**src/flqs_pkg.sv**
```systemverilog
// ----------------------------------------------------------------------------
// flqs_pkg
// Shared constants and types of the frame luma quality score block.
// ----------------------------------------------------------------------------
`default_nettype none

package flqs_pkg;

  // Frame capacity in pixels
  localparam longint unsigned MAX_PIXELS = 65536;

  // Accumulator widths, sized for a full frame
  localparam int unsigned CNT_W  = $clog2(MAX_PIXELS + 1);
  localparam int unsigned LUMA_W = 8;
  localparam int unsigned SUM_W  = $clog2(MAX_PIXELS * 255 + 1);
  localparam int unsigned SQ_W   = $clog2(MAX_PIXELS * 65025 + 1);

  // Back end arithmetic widths
  localparam int unsigned A_W     = SQ_W + 1;        // sq_sum + 2*sum + 2500*(N-dark)
  localparam int unsigned LO_W    = CNT_W;           // low slice of the A*N product
  localparam int unsigned HI_W    = A_W - LO_W;      // high slice of the A*N product
  localparam int unsigned ACC_W   = 2 * SUM_W + 2;   // A*N - sum^2
  localparam int unsigned NN_W    = 2 * CNT_W;       // N^2 and division remainder
  localparam int unsigned FRAC_W  = 8;
  localparam int unsigned SCORE_W = 24;
  localparam int unsigned STEP_W  = $clog2(SCORE_W);

  // Luma weights and thresholds
  localparam int unsigned COEF_R      = 54;
  localparam int unsigned COEF_G      = 183;
  localparam int unsigned COEF_B      = 19;
  localparam int unsigned DARK_LIMIT  = 18;
  localparam int unsigned DARK_WEIGHT = 2500;
  localparam int unsigned MEAN_LIMIT  = 10;

  // Score offsets in 8-bit fixed point
  localparam int unsigned DARK_OFFSET  = DARK_WEIGHT << FRAC_W;  // undoes the bias in A
  localparam int unsigned MEAN_PENALTY = 5000 << FRAC_W;

  // Frame queue depth
  localparam int unsigned FIFO_DEPTH = 2;

  // Totals of one finished frame, handed from front to back
  typedef struct packed {
    logic [CNT_W-1:0] pix_cnt;
    logic [SUM_W-1:0] luma_sum;
    logic [SQ_W-1:0]  sq_sum;
    logic [CNT_W-1:0] dark_cnt;
    logic             overflow;
  } frame_t;

endpackage

`default_nettype wire

```
**src/flqs_front.sv**
```systemverilog
// ----------------------------------------------------------------------------
// flqs_front
// Pixel front end: luma per pixel, frame totals, hand-off of finished frames.
// ----------------------------------------------------------------------------
`default_nettype none

module flqs_front import flqs_pkg::*; (
  input  wire logic                clk_i,
  input  wire logic                rst_ni,
  input  wire logic                pix_valid_i,
  output      logic                pix_ready_o,
  input  wire logic [LUMA_W-1:0]   red_i,
  input  wire logic [LUMA_W-1:0]   green_i,
  input  wire logic [LUMA_W-1:0]   blue_i,
  input  wire logic                last_i,
  input  wire logic                fifo_full_i,
  output      logic                push_o,
  output      frame_t              push_frame_o
);

  logic              vld_q;
  logic [LUMA_W-1:0] luma_q;
  logic              last_q;
  logic [15:0]       wsum;
  logic              advance;

  logic [CNT_W-1:0]  pix_cnt_q, pix_cnt_d;
  logic [SUM_W-1:0]  sum_q, sum_d;
  logic [SQ_W-1:0]   sq_q, sq_d;
  logic [CNT_W-1:0]  dark_q, dark_d;
  logic              ovf_q, ovf_d;

  // Weighted channel sum, luma is its upper byte
  assign wsum = 16'(16'(COEF_R) * 16'(red_i) + 16'(COEF_G) * 16'(green_i)
                    + 16'(COEF_B) * 16'(blue_i));

  // Stage moves unless a frame end waits on a full queue
  assign advance     = vld_q && !(last_q && fifo_full_i);
  assign pix_ready_o = !vld_q || advance;

  // Luma stage valid
  always_ff @(posedge clk_i or negedge rst_ni) begin
    if (!rst_ni) begin
      vld_q <= 1'b0;
    end else if (pix_ready_o) begin
      vld_q <= pix_valid_i;
    end
  end

  // Luma stage payload
  always_ff @(posedge clk_i) begin
    if (pix_ready_o && pix_valid_i) begin
      luma_q <= wsum[15:8];
      last_q <= last_i;
    end
  end

  // Frame totals including the current pixel
  always_comb begin
    pix_cnt_d = pix_cnt_q;
    sum_d     = sum_q;
    sq_d      = sq_q;
    dark_d    = dark_q;
    ovf_d     = ovf_q;
    if (pix_cnt_q == CNT_W'(MAX_PIXELS)) begin
      ovf_d = 1'b1;
    end else begin
      pix_cnt_d = pix_cnt_q + 1'b1;
      sum_d     = sum_q + SUM_W'(luma_q);
      sq_d      = sq_q + SQ_W'(16'(luma_q) * 16'(luma_q));
      if (luma_q < LUMA_W'(DARK_LIMIT)) begin
        dark_d = dark_q + 1'b1;
      end
    end
  end

  // Hand off on the last pixel
  assign push_o                = vld_q && last_q && !fifo_full_i;
  assign push_frame_o.pix_cnt  = pix_cnt_d;
  assign push_frame_o.luma_sum = sum_d;
  assign push_frame_o.sq_sum   = sq_d;
  assign push_frame_o.dark_cnt = dark_d;
  assign push_frame_o.overflow = ovf_d;

  // Accumulators, cleared at each frame end
  always_ff @(posedge clk_i or negedge rst_ni) begin
    if (!rst_ni) begin
      pix_cnt_q <= '0;
      sum_q     <= '0;
      sq_q      <= '0;
      dark_q    <= '0;
      ovf_q     <= 1'b0;
    end else if (advance) begin
      if (last_q) begin
        pix_cnt_q <= '0;
        sum_q     <= '0;
        sq_q      <= '0;
        dark_q    <= '0;
        ovf_q     <= 1'b0;
      end else begin
        pix_cnt_q <= pix_cnt_d;
        sum_q     <= sum_d;
        sq_q      <= sq_d;
        dark_q    <= dark_d;
        ovf_q     <= ovf_d;
      end
    end
  end

endmodule

`default_nettype wire

```
**src/flqs_fifo.sv**
```systemverilog
// ----------------------------------------------------------------------------
// flqs_fifo
// Short queue of finished frame totals between front and back end.
// ----------------------------------------------------------------------------
`default_nettype none

module flqs_fifo import flqs_pkg::*; (
  input  wire logic   clk_i,
  input  wire logic   rst_ni,
  input  wire logic   push_i,
  input  wire frame_t data_i,
  output      logic   full_o,
  input  wire logic   pop_i,
  output      logic   valid_o,
  output      frame_t data_o
);

  localparam int unsigned PTR_W = $clog2(FIFO_DEPTH);
  localparam int unsigned FCNT_W = $clog2(FIFO_DEPTH + 1);

  frame_t             mem_q [FIFO_DEPTH];
  logic [PTR_W-1:0]   wr_ptr_q, rd_ptr_q;
  logic [FCNT_W-1:0]  count_q;

  assign full_o  = (count_q == FCNT_W'(FIFO_DEPTH));
  assign valid_o = (count_q != '0);
  assign data_o  = mem_q[rd_ptr_q];

  // Pointers and fill level
  always_ff @(posedge clk_i or negedge rst_ni) begin
    if (!rst_ni) begin
      wr_ptr_q <= '0;
      rd_ptr_q <= '0;
      count_q  <= '0;
    end else begin
      if (push_i) begin
        wr_ptr_q <= (wr_ptr_q == PTR_W'(FIFO_DEPTH - 1)) ? '0 : wr_ptr_q + 1'b1;
      end
      if (pop_i) begin
        rd_ptr_q <= (rd_ptr_q == PTR_W'(FIFO_DEPTH - 1)) ? '0 : rd_ptr_q + 1'b1;
      end
      if (push_i && !pop_i) begin
        count_q <= count_q + 1'b1;
      end else if (pop_i && !push_i) begin
        count_q <= count_q - 1'b1;
      end
    end
  end

  // Entry storage
  always_ff @(posedge clk_i) begin
    if (push_i) begin
      mem_q[wr_ptr_q] <= data_i;
    end
  end

  // Checks
  a_no_push_full: assert property (@(posedge clk_i) disable iff (!rst_ni)
    push_i |-> !full_o) else $error("frame pushed into full queue");

  a_no_pop_empty: assert property (@(posedge clk_i) disable iff (!rst_ni)
    pop_i |-> valid_o) else $error("frame popped from empty queue");

  a_fill_tracks: assert property (@(posedge clk_i) disable iff (!rst_ni)
    (push_i && !pop_i) |=> (count_q == $past(count_q) + 1'b1))
    else $error("queue fill level lost a push");

endmodule

`default_nettype wire

```
**src/flqs_back.sv**
```systemverilog
// ----------------------------------------------------------------------------
// flqs_back
// Score back end: products in steps, radix-2 division, result register.
// ----------------------------------------------------------------------------
`default_nettype none

module flqs_back import flqs_pkg::*; (
  input  wire logic               clk_i,
  input  wire logic               rst_ni,
  input  wire logic               fifo_valid_i,
  input  wire frame_t             fifo_frame_i,
  output      logic               pop_o,
  output      logic               res_valid_o,
  input  wire logic               res_ready_i,
  output      logic [SCORE_W-1:0] res_score_o,
  output      logic               res_ovf_o
);

  typedef enum logic [2:0] {
    ST_IDLE,
    ST_PREP,
    ST_NSQ,
    ST_PLO,
    ST_PHI,
    ST_DINIT,
    ST_DIV,
    ST_DONE
  } state_e;

  state_e              state_q;
  frame_t              frm_q;
  logic [2*SUM_W-1:0]  sq_q;
  logic [A_W-1:0]      a_q;
  logic                pen_q;
  logic [NN_W-1:0]     nn_q;
  logic [ACC_W-1:0]    acc_q;
  logic [NN_W-1:0]     rem_q;
  logic [SCORE_W-1:0]  quo_q;
  logic [STEP_W-1:0]   step_q;

  logic                res_valid_q;
  logic [SCORE_W-1:0]  res_score_q;
  logic                res_ovf_q;

  logic [NN_W:0]       trial;
  logic                qbit;
  logic [SCORE_W-1:0]  score;

  assign pop_o = (state_q == ST_IDLE) && fifo_valid_i;

  // One division step: shift in next numerator bit, subtract if it fits
  assign trial = {rem_q, quo_q[SCORE_W-1]};
  assign qbit  = (trial >= {1'b0, nn_q});

  // Remove the dark bias, apply the low-mean penalty, give zero for an empty frame
  always_comb begin
    score = quo_q - SCORE_W'(DARK_OFFSET);
    if (pen_q) begin
      score = score - SCORE_W'(MEAN_PENALTY);
    end
    if (frm_q.pix_cnt == '0) begin
      score = '0;
    end
  end

  // Sequencer and result register
  always_ff @(posedge clk_i or negedge rst_ni) begin
    if (!rst_ni) begin
      state_q     <= ST_IDLE;
      step_q      <= '0;
      res_valid_q <= 1'b0;
      res_score_q <= '0;
      res_ovf_q   <= 1'b0;
    end else begin
      // Result taken; a new one loaded in ST_DONE takes its place instead
      if (res_valid_q && res_ready_i && (state_q != ST_DONE)) begin
        res_valid_q <= 1'b0;
      end
      case (state_q)
        ST_IDLE: begin
          if (fifo_valid_i) begin
            state_q <= ST_PREP;
          end
        end
        ST_PREP:  state_q <= ST_NSQ;
        ST_NSQ:   state_q <= ST_PLO;
        ST_PLO:   state_q <= ST_PHI;
        ST_PHI:   state_q <= ST_DINIT;
        ST_DINIT: begin
          step_q  <= '0;
          state_q <= ST_DIV;
        end
        ST_DIV: begin
          step_q <= step_q + 1'b1;
          if (step_q == STEP_W'(SCORE_W - 1)) begin
            state_q <= ST_DONE;
          end
        end
        ST_DONE: begin
          if (!res_valid_q || res_ready_i) begin
            res_valid_q <= 1'b1;
            res_score_q <= score;
            res_ovf_q   <= frm_q.overflow;
            state_q     <= ST_IDLE;
          end
        end
        default: state_q <= ST_IDLE;
      endcase
    end
  end

  // Datapath: A*N - sum^2 and its quotient by N^2
  always_ff @(posedge clk_i) begin
    case (state_q)
      ST_IDLE: begin
        if (fifo_valid_i) begin
          frm_q <= fifo_frame_i;
        end
      end
      ST_PREP: begin
        sq_q  <= (2*SUM_W)'(frm_q.luma_sum) * (2*SUM_W)'(frm_q.luma_sum);
        a_q   <= A_W'(frm_q.sq_sum) + A_W'({frm_q.luma_sum, 1'b0})
                 + A_W'(DARK_WEIGHT) * A_W'(frm_q.pix_cnt - frm_q.dark_cnt);
        pen_q <= ((SUM_W+4)'(frm_q.luma_sum)
                  < (SUM_W+4)'(frm_q.pix_cnt) * (SUM_W+4)'(MEAN_LIMIT));
      end
      ST_NSQ: begin
        nn_q <= NN_W'(frm_q.pix_cnt) * NN_W'(frm_q.pix_cnt);
      end
      ST_PLO: begin
        acc_q <= ACC_W'(a_q[LO_W-1:0]) * ACC_W'(frm_q.pix_cnt) - ACC_W'(sq_q);
      end
      ST_PHI: begin
        acc_q <= acc_q
                 + ((ACC_W'(a_q[A_W-1:LO_W]) * ACC_W'(frm_q.pix_cnt)) << HI_W'(LO_W));
      end
      ST_DINIT: begin
        // Numerator is acc*256; its top part is below N^2
        rem_q <= NN_W'(acc_q >> (SCORE_W - FRAC_W));
        quo_q <= {acc_q[SCORE_W-FRAC_W-1:0], {FRAC_W{1'b0}}};
      end
      ST_DIV: begin
        rem_q <= qbit ? NN_W'(trial - {1'b0, nn_q}) : NN_W'(trial);
        quo_q <= {quo_q[SCORE_W-2:0], qbit};
      end
      default: begin
      end
    endcase
  end

  assign res_valid_o = res_valid_q;
  assign res_score_o = res_score_q;
  assign res_ovf_o   = res_ovf_q;

endmodule

`default_nettype wire

```
**src/frame_luma_quality_score.sv**
```systemverilog
// ----------------------------------------------------------------------------
// frame_luma_quality_score
// Per-frame luma statistics and quality score over an RGB pixel stream.
// ----------------------------------------------------------------------------
//  Channel  Dir  tdata (low bit up)              tlast       tuser
//  s_axis   in   red[7:0] green[7:0] blue[7:0]   last_pixel  -
//  m_axis   out  score[23:0] (signed, 8 frac)    -           too_many_pixels
//
//  Pixels are taken one per cycle while s_axis_tready is high; luma and totals run in a two-stage front.
//  A frame's score is worked out by the four multiply steps and the 24-step
//  radix-2 divider of the back end, and held until m_axis takes it.
//  Up to two finished frames wait in the queue while the back end works.
//  s_axis_tready drops only while a last pixel waits on a full queue.
//  Reset clears all totals and the queue; there is no clearing pass.
// ----------------------------------------------------------------------------
`default_nettype none

module frame_luma_quality_score import flqs_pkg::*; (
  input  wire logic        clk_i,
  input  wire logic        rst_ni,
  input  wire logic        s_axis_tvalid,
  output      logic        s_axis_tready,
  input  wire logic [23:0] s_axis_tdata,   // red[7:0], green[15:8], blue[23:16]
  input  wire logic        s_axis_tlast,   // last_pixel
  output      logic        m_axis_tvalid,
  input  wire logic        m_axis_tready,
  output      logic [23:0] m_axis_tdata,   // score[23:0]
  output      logic        m_axis_tuser    // too_many_pixels
);

  logic   push;
  frame_t push_frame;
  logic   fifo_full;
  logic   pop;
  logic   fifo_valid;
  frame_t fifo_frame;

  // Pixel front end
  flqs_front u_front (
    .clk_i        (clk_i),
    .rst_ni       (rst_ni),
    .pix_valid_i  (s_axis_tvalid),
    .pix_ready_o  (s_axis_tready),
    .red_i        (s_axis_tdata[7:0]),
    .green_i      (s_axis_tdata[15:8]),
    .blue_i       (s_axis_tdata[23:16]),
    .last_i       (s_axis_tlast),
    .fifo_full_i  (fifo_full),
    .push_o       (push),
    .push_frame_o (push_frame)
  );

  // Finished frames
  flqs_fifo u_fifo (
    .clk_i   (clk_i),
    .rst_ni  (rst_ni),
    .push_i  (push),
    .data_i  (push_frame),
    .full_o  (fifo_full),
    .pop_i   (pop),
    .valid_o (fifo_valid),
    .data_o  (fifo_frame)
  );

  // Score back end
  flqs_back u_back (
    .clk_i        (clk_i),
    .rst_ni       (rst_ni),
    .fifo_valid_i (fifo_valid),
    .fifo_frame_i (fifo_frame),
    .pop_o        (pop),
    .res_valid_o  (m_axis_tvalid),
    .res_ready_i  (m_axis_tready),
    .res_score_o  (m_axis_tdata),
    .res_ovf_o    (m_axis_tuser)
  );

endmodule

`default_nettype wire
```
**config.mk**
```make
export PLATFORM = sky130hd
export DESIGN_NAME = frame_luma_quality_score
export DESIGN_NICKNAME = d
export VERILOG_FILES = /design/src/flqs_pkg.sv /design/src/flqs_front.sv /design/src/flqs_fifo.sv /design/src/flqs_back.sv /design/src/frame_luma_quality_score.sv
export SDC_FILE = /design/constraint.sdc
export NUM_CORES = 2
export LEC_CHECK = 0
export BUFFER_PORTS_ARGS = -buffer_cell sky130_fd_sc_hd__buf_2
export CORE_UTILIZATION = 57
export CTS_CLUSTER_DIAMETER = 150
export DETAILED_ROUTE_END_ITERATION = 16
export GPL_TIMING_DRIVEN = 1
export PLACE_DENSITY_LB_ADDON = 0.15
export SYNTH_ARGS = -nofsm -noshare
export SYNTH_HDL_FRONTEND = slang
export SYNTH_SLANG_ARGS = --single-unit
```
**constraint.sdc**
```tcl
create_clock -name clk_i -period 10.1 [get_ports clk_i]
set_input_delay 0.505 -clock clk_i [delete_from_list [all_inputs] [get_ports clk_i]]
set_output_delay 0.505 -clock clk_i [all_outputs]
set_load 0.1 [all_outputs]
```
Word-level counts from Yosys, hierarchy flattened
Memory sizes are Yosys's and may differ from the RTL's. A register that Yosys moved wholly into a read port is not among the register bits. Index checks and enable logic that the tools add are counted.

$add $sub $neg: 19. Multiply operators: 10. $lt $le $gt $ge: 3. Eq/ne operators: 14. Multiplexer cells: 31. Reductions and logical operators: 27.

Operators with widths (count): case mux 50 bit (2 select lines) (1); 2-to-1 mux 24 bit (4); 2-to-1 mux 17 bit (5); multiplier 17 x 17 -> 34 bit (2); case mux 34 bit (2 select lines) (1); 2-to-1 mux 32 bit (2); adder 50 bit (1); subtractor 34 x 48 -> 49 bit (1); multiplier 24 x 24 -> 48 bit (1); case mux 24 bit (2 select lines) (1); >= comparator 35 x 34 -> 1 bit (1); adder 17 x 1 -> 17 bit, second input constant (2); 2-to-1 mux 34 bit (1); subtractor 34 bit (1); adder 32 x 25 -> 33 bit (1); adder 33 bit (1); multiplier 10 x 33 -> 31 bit, first input constant (1); multiplier 16 x 17 -> 33 bit (1); adder 32 x 16 -> 32 bit (1); multiplier 5 x 8 -> 13 bit, first input constant (2); adder 24 x 8 -> 24 bit (1); less-than comparator 24 x 21 -> 1 bit (1); case mux 3 bit (8 select lines) (1); subtractor 24 x 20 -> 24 bit, second input constant (1); other kinds (32) (69).

Flip-flop bits (word level): 363. Memory bits (writable): 182. Bits of input ports: 29. Output and inout bits: 27. Word-level logic and storage cells: 128. Memories kept: 1.

Memory list: u_fifo.mem_q (depth 2, bits a word 91, read ports 1, clocked after Yosys merged registers in 1, write ports 1, RTL line flqs_fifo.sv:21) `frame_t mem_q [FIFO_DEPTH];`.

Longest topological paths before layout
Depth after elaboration: 7. Depth in mapped cells: 43. Depth with buffers taken out: 41.

Cells and area by module
Synthesis repeated with hierarchy kept, for this count alone.

Cell total of the unflattened synthesis: 8723. Area total of the unflattened synthesis: 86082.6 sq um.

By module, submodules not included: flqs_back (times used 1, cells each 7137, area each 67139.4 sq um, seq. area each 10249.8 sq um); flqs_front (times used 1, cells each 1287, area each 11787.6 sq um, seq. area each 2572.5 sq um); flqs_fifo (times used 1, cells each 299, area each 7155.6 sq um, seq. area each 5565.3 sq um).

Least setup slack after synthesis
Ideal clock, no wire load.

Path type: reg2reg. Start point: register u_back.frm_q[74] (netlist bit). End point: register u_back.a_q[31], data pin. Setup time: 258 ps. Arrival time: 8421 ps. Data required time: 9842 ps. Setup slack: 1421 ps. Cell stages (with the launch flop): 43. Buffers on the path: 2. Period minus slack after synthesis: 8679 ps. Cells stage by stage: edfxtp_1 clkbuf_1 clkbuf_1 inv_1 ha_1 fa_1 nor2b_1 o21a_1 o21ai_0 nand2b_1 a21oi_1 xnor2_1 ha_1 xor2_1 ha_1 fa_1 ha_1 inv_1 (+7 left out) nor3_1 a21o_1 a211o_1 nand2_1 fa_1 inv_1 ha_1 a21oi_1 o21ai_0 o31ai_1 a21oi_1 a21oi_1 a21o_1 o211ai_1 nor3_1 o21bai_1 a21oi_1 xnor2_1.

Longest elaborated chain between the ends: 3.

Ends and longest elaborated chain: from (decl) (RTL line flqs_back.sv:31) `frame_t frm_q;`; from (signal assigned) (RTL line flqs_back.sv:117) `frm_q <= fifo_frame_i;`; subtractor 17 x 17 -> 18 bit (RTL line flqs_back.sv:123) `+ A_W'(DARK_WEIGHT) * A_W'(frm_q.pix_cnt - frm_q.dark_cnt);`; multiplier 10 x 33 -> 31 bit (RTL line flqs_back.sv:123); adder 33 bit (RTL line flqs_back.sv:123); to (signal assigned) (RTL line flqs_back.sv:122) `a_q <= A_W'(frm_q.sq_sum) + A_W'({frm_q.luma_sum, 1'b0})`; to (decl) (RTL line flqs_back.sv:33) `logic [A_W-1:0] a_q;`.

No other way between the ends. A chain may end at the register's enable or synchronous reset.

Worst setup path in the final report
Start point: register u_back.frm_q[75] (netlist bit). End point: register u_back.a_q[32], data pin.

Same word-level chain as after synthesis.

==> out/qor.csv <==
stage;metric;value;unit
run_status;status;finished clean;
sta;rsz0062_at_grt;no;
clock_tree;clk_pin_slew;0.06;ns
yosys;synth_edf_count;504;
place;dpl.hpwl;163.3;mm
yosys;yosys.area_share.simple;0.1086;
sta;skew;0.04005;ns
clock_tree;cts.path.max_buffers;3;
finish;instances_no_fill;10464;
sta;setup_tns;0;ns
place;placed_cell_area;0.08679;mm²
die;die_h;386.9;µm
yosys;synth_area;0.08446;mm²
yosys;synth_fa_ha_area_frac;0.4306;
die;dieArea;0.1497;mm²
clock_tree;cts.htree.levels;3;
die;initial_core_util;0.5774;
clock_tree;cts_buffers;75;
yosys;synth_warnings;0;
yosys;synthFlopType;edfxtp_1;
clock_tree;root_buffer;clkbuf_16;
die;ios;56;
die;die_w;386.9;µm
yosys;synthArstFlopShare;0.2050;
sta;setup_violations;0;
yosys;muxShareOfSynthArea;0.01847;
flow_run;cap_violations;0;
setup_path;crit_path_max_fanout;5;
grt;grt_usage;0.2849;
place;dp_slack;1.191;ns
finish;area_growth;5.849;%
sta;finalHoldViolations;0;
yosys;yosysSeqAreaShare;0.2177;
clock_tree;clock-sinks;634;
route;vias_per_cell;5.554;
clock_tree;clkLatencyLatePin;0.68;ns
setup_path;cpMaxStageDelayCell;fa_1;
setup_path;cp_slowest_stage_delay;0.57;ns
yosys;syn-num-nets;10726;
route;wirelength;206.5;mm
sta;finalCritPeriodShare;0.8854;
finish;stdcell_area;0.08940;mm²
place;dp_cells;10323;
grt;first_global_vias;61823;
clock_tree;postCtsSetupBuffers;0;
place;gp_congestion;0.9553;
yosys;ys_types;102;
finish;layout-drive-gt1-share;0.05242;
grt;grt_max_degree;88;
grt;grt_first_pass_wirelength;335.5;mm
route;drt-wirelength-per-cell;19.73;µm
yosys;ys_ff_latch;634;
finish;fillCellCount;12286;
route;drt_pass1_iterations;7;
die;fp-row-count;140;
grt;grt_antenna_before_repair;6;
route;remaining_drc_errors;0;
setup_path;cp-end-kind;register;
sta;max_freq;111.8;MHz
sta;fin_crit;8.942;ns
finish;nets;10673;
sta;worst_slack;1.158;ns
yosys;synthCells;8539;
yosys;synth_xor_area_frac;0.04480;
yosys;synth_compound_area_frac;0.08595;
setup_path;crit_path_frequent_cell;inv_1;
setup_path;crit_path_start_kind;register;
yosys;avgSynthCellArea;9.891;µm²
yosys;synth_top_family_by_area;adder cells;
sta;drv_slew;0;
route;vias;58121;
setup_path;cp.required;10.53;ns
sta;max_slew_margin;0.2865;
worst_hold_path;hold_path_class;in2reg;
route;drt_iter0_drc;3462;
clock_tree;cts_tree;built;
sta;tightest_slew;1.069;ns
route;ant_nets;0;
setup_path;setup.worst_path.class;reg2reg;
setup_path;worstPathArrival;9.38;ns
die;core-area;0.1463;mm²
place;port_buffers;55;
grt;gr-total-overflow;0;
clock_tree;cts_resized;0;
[cell families (layout without fill, tap and decap cells)]
group	count (synthesis)	in the layout
DFF	634	634
adders and majority gates	2158	2158
muxes	142	142
xor gates and xnor gates	432	432
and+or+nand+nor	1968	1968
AOI/OAI and AO/OA	1108	1108
buffers and inverters	2096	2103
other	1	2
[cells in the mapped netlist (16+ instances only)]
library cell / count / share of area
nor2b_1: 61 / 0.0045
xor2_1: 170 / 0.018
mux2_2: 111 / 0.015
o21ai_0: 241 / 0.014
nand4_1: 21 / 0.0016
nor3_1: 53 / 0.0031
or2_2: 16 / 0.0012
edfxtp_1: 504 / 0.18
a211oi_1: 23 / 0.0020
a21o_1: 178 / 0.016
nand3_1: 83 / 0.0049
dfrtp_1: 130 / 0.039
and3_1: 50 / 0.0037
nor2_1: 380 / 0.017
a22o_1: 44 / 0.0046
o21a_1: 53 / 0.0047
nand2b_1: 57 / 0.0042
o31ai_1: 17 / 0.0015
nand2_1: 844 / 0.038
mux2i_1: 31 / 0.0037
clkbuf_1: 251 / 0.011
xnor2_1: 262 / 0.027
or3_1: 16 / 0.0012
a21oi_1: 316 / 0.019
o21bai_1: 40 / 0.0036
a31oi_1: 31 / 0.0023
fa_1: 1248 / 0.30
inv_1: 1807 / 0.080
ha_1: 910 / 0.13
and2_1: 326 / 0.024
[sequential cells by signal, indices dropped and copies added, names as in the netlist, 2 cells and up]
signal / cells
u_back.rem_q: 34
u_front.dark_q: 17
u_front.sum_q: 24
u_back.quo_q: 24
u_back.a_q: 33
u_fifo.mem_q: 182
u_front.pix_cnt_q: 17
u_back.state_q: 3
u_back.frm_q: 91
u_back.nn_q: 33
u_back.step_q: 5
u_front.luma_q: 8
u_back.sq_q: 47
u_back.acc_q: 50
u_fifo.count_q: 2
u_front.sq_q: 32
u_back.res_score_o: 24
[cell type report]
cell class / count / area [µm²] / area share
inverters: 1813 / 6805 / 0.07612
clock buffers: 87 / 1963 / 0.02196
repair buffers: 153 / 1025 / 0.01146
well taps: 1917 / 2399 / 0.02683
diodes: 1 / 2.502 / 0.00002799
clock inverters: 50 / 613.1 / 0.006858
flip-flops and latches: 634 / 18390 / 0.2057
multi-input cells: 5809 / 58200 / 0.6510
[timing repair]
item,4_1_cts,5_1_grt
endpoints found under the hold margin,73,0
endpoints found under the setup margin,0,0
hold buffers,3,0
[through the flow]
stage | util | hold slack, ns
floorplan | - | 0.2094
global route | 0.6112 | 0.1325
finish | 0.6112 | 0.1319
detailed placement | 0.5934 | 0.4650
global placement | 0.5934 | 0.4629
CTS | 0.6112 | 0.07659
[placed cells by master, fill, tap and decap left out, types with 10 or more instances in the layout]
cell	Yosys	routed
and3_1	50	50
o21bai_1	40	40
nand2b_1	57	57
a211oi_1	23	23
or2_2	16	16
nor2_1	380	379
xnor2_1	262	262
clkinv_2	0	10
clkbuf_16	0	76
nor4_1	14	13
nor2b_1	61	59
nand3_1	83	83
nor3b_1	11	10
nor3_1	53	52
and2_1	326	325
a21oi_1	316	316
bufinv_16	0	10
xor2_1	170	170
a22o_1	44	44
mux2_2	111	111
a21o_1	178	178
o21a_1	53	53
buf_4	1	95
fa_1	1248	1248
nand4_1	21	21
clkinv_1	5	19
inv_1	1807	1806
a31oi_1	31	31
buf_2	12	54
mux2i_1	31	31
dfrtp_1	130	129
o21ai_1	11	11
o31ai_1	17	17
or3_1	16	16
nand2_1	844	842
o211ai_1	13	13
ha_1	910	910
o21ai_0	241	241
a21boi_0	12	12
edfxtp_1	504	504
[final timing paths]
| check | start | end | slack, ns | cells past startpoint |
|---|---|---|---|---|
| min | m_axis_tready | u_back.res_valid_o$_DFF_PN0_ | 0.13 | 3 |
| max in group asynchronous | rst_ni | u_fifo.rd_ptr_q$_DFFE_PN0P_ | 8.12 | 3 |
| max reg2reg | u_back.frm_q[75]$_DFFE_PP_ | u_back.a_q[32]$_DFFE_PP_ | 1.16 | 38 |
| max | u_back.frm_q[75]$_DFFE_PP_ | u_back.a_q[32]$_DFFE_PP_ | 1.16 | 38 |
| min reg2reg | u_back.res_score_o[23]$_DFFE_PN0P_ | u_back.res_score_o[23]$_DFFE_PN0P_ | 0.47 | 2 |
| min in group asynchronous | rst_ni | u_back.res_score_o[17]$_DFFE_PN0P_ | 0.40 | 2 |
[metal layers]
layer / GRT usage / vias to the layer above / wire length (µm)
met4: 0.1024 / 0 / 8278
met2: 0.4730 / 1606 / 97040
met3: 0.04886 / 365 / 13220
met5: 0 / - / 0
met1: 0.3761 / 29165 / 87970
li1: - / 26985 / -
[worst max-delay path, delay by kind of cell, from the launching register on]
family / cells / cell delay [ns]
AO/OA/AOI/OAI: 14 / 2.76
buffers and inverters: 6 / 0.50
flip-flops: 1 / 0.41
AND/OR/NAND/NOR: 5 / 0.64
adder cells (fa/ha/maj): 9 / 3.46
XOR/XNOR: 4 / 0.90
Power is left out: the tool's default activity adds up to more than one toggle a clock period on the data nets, which glitch-free logic cannot reach.
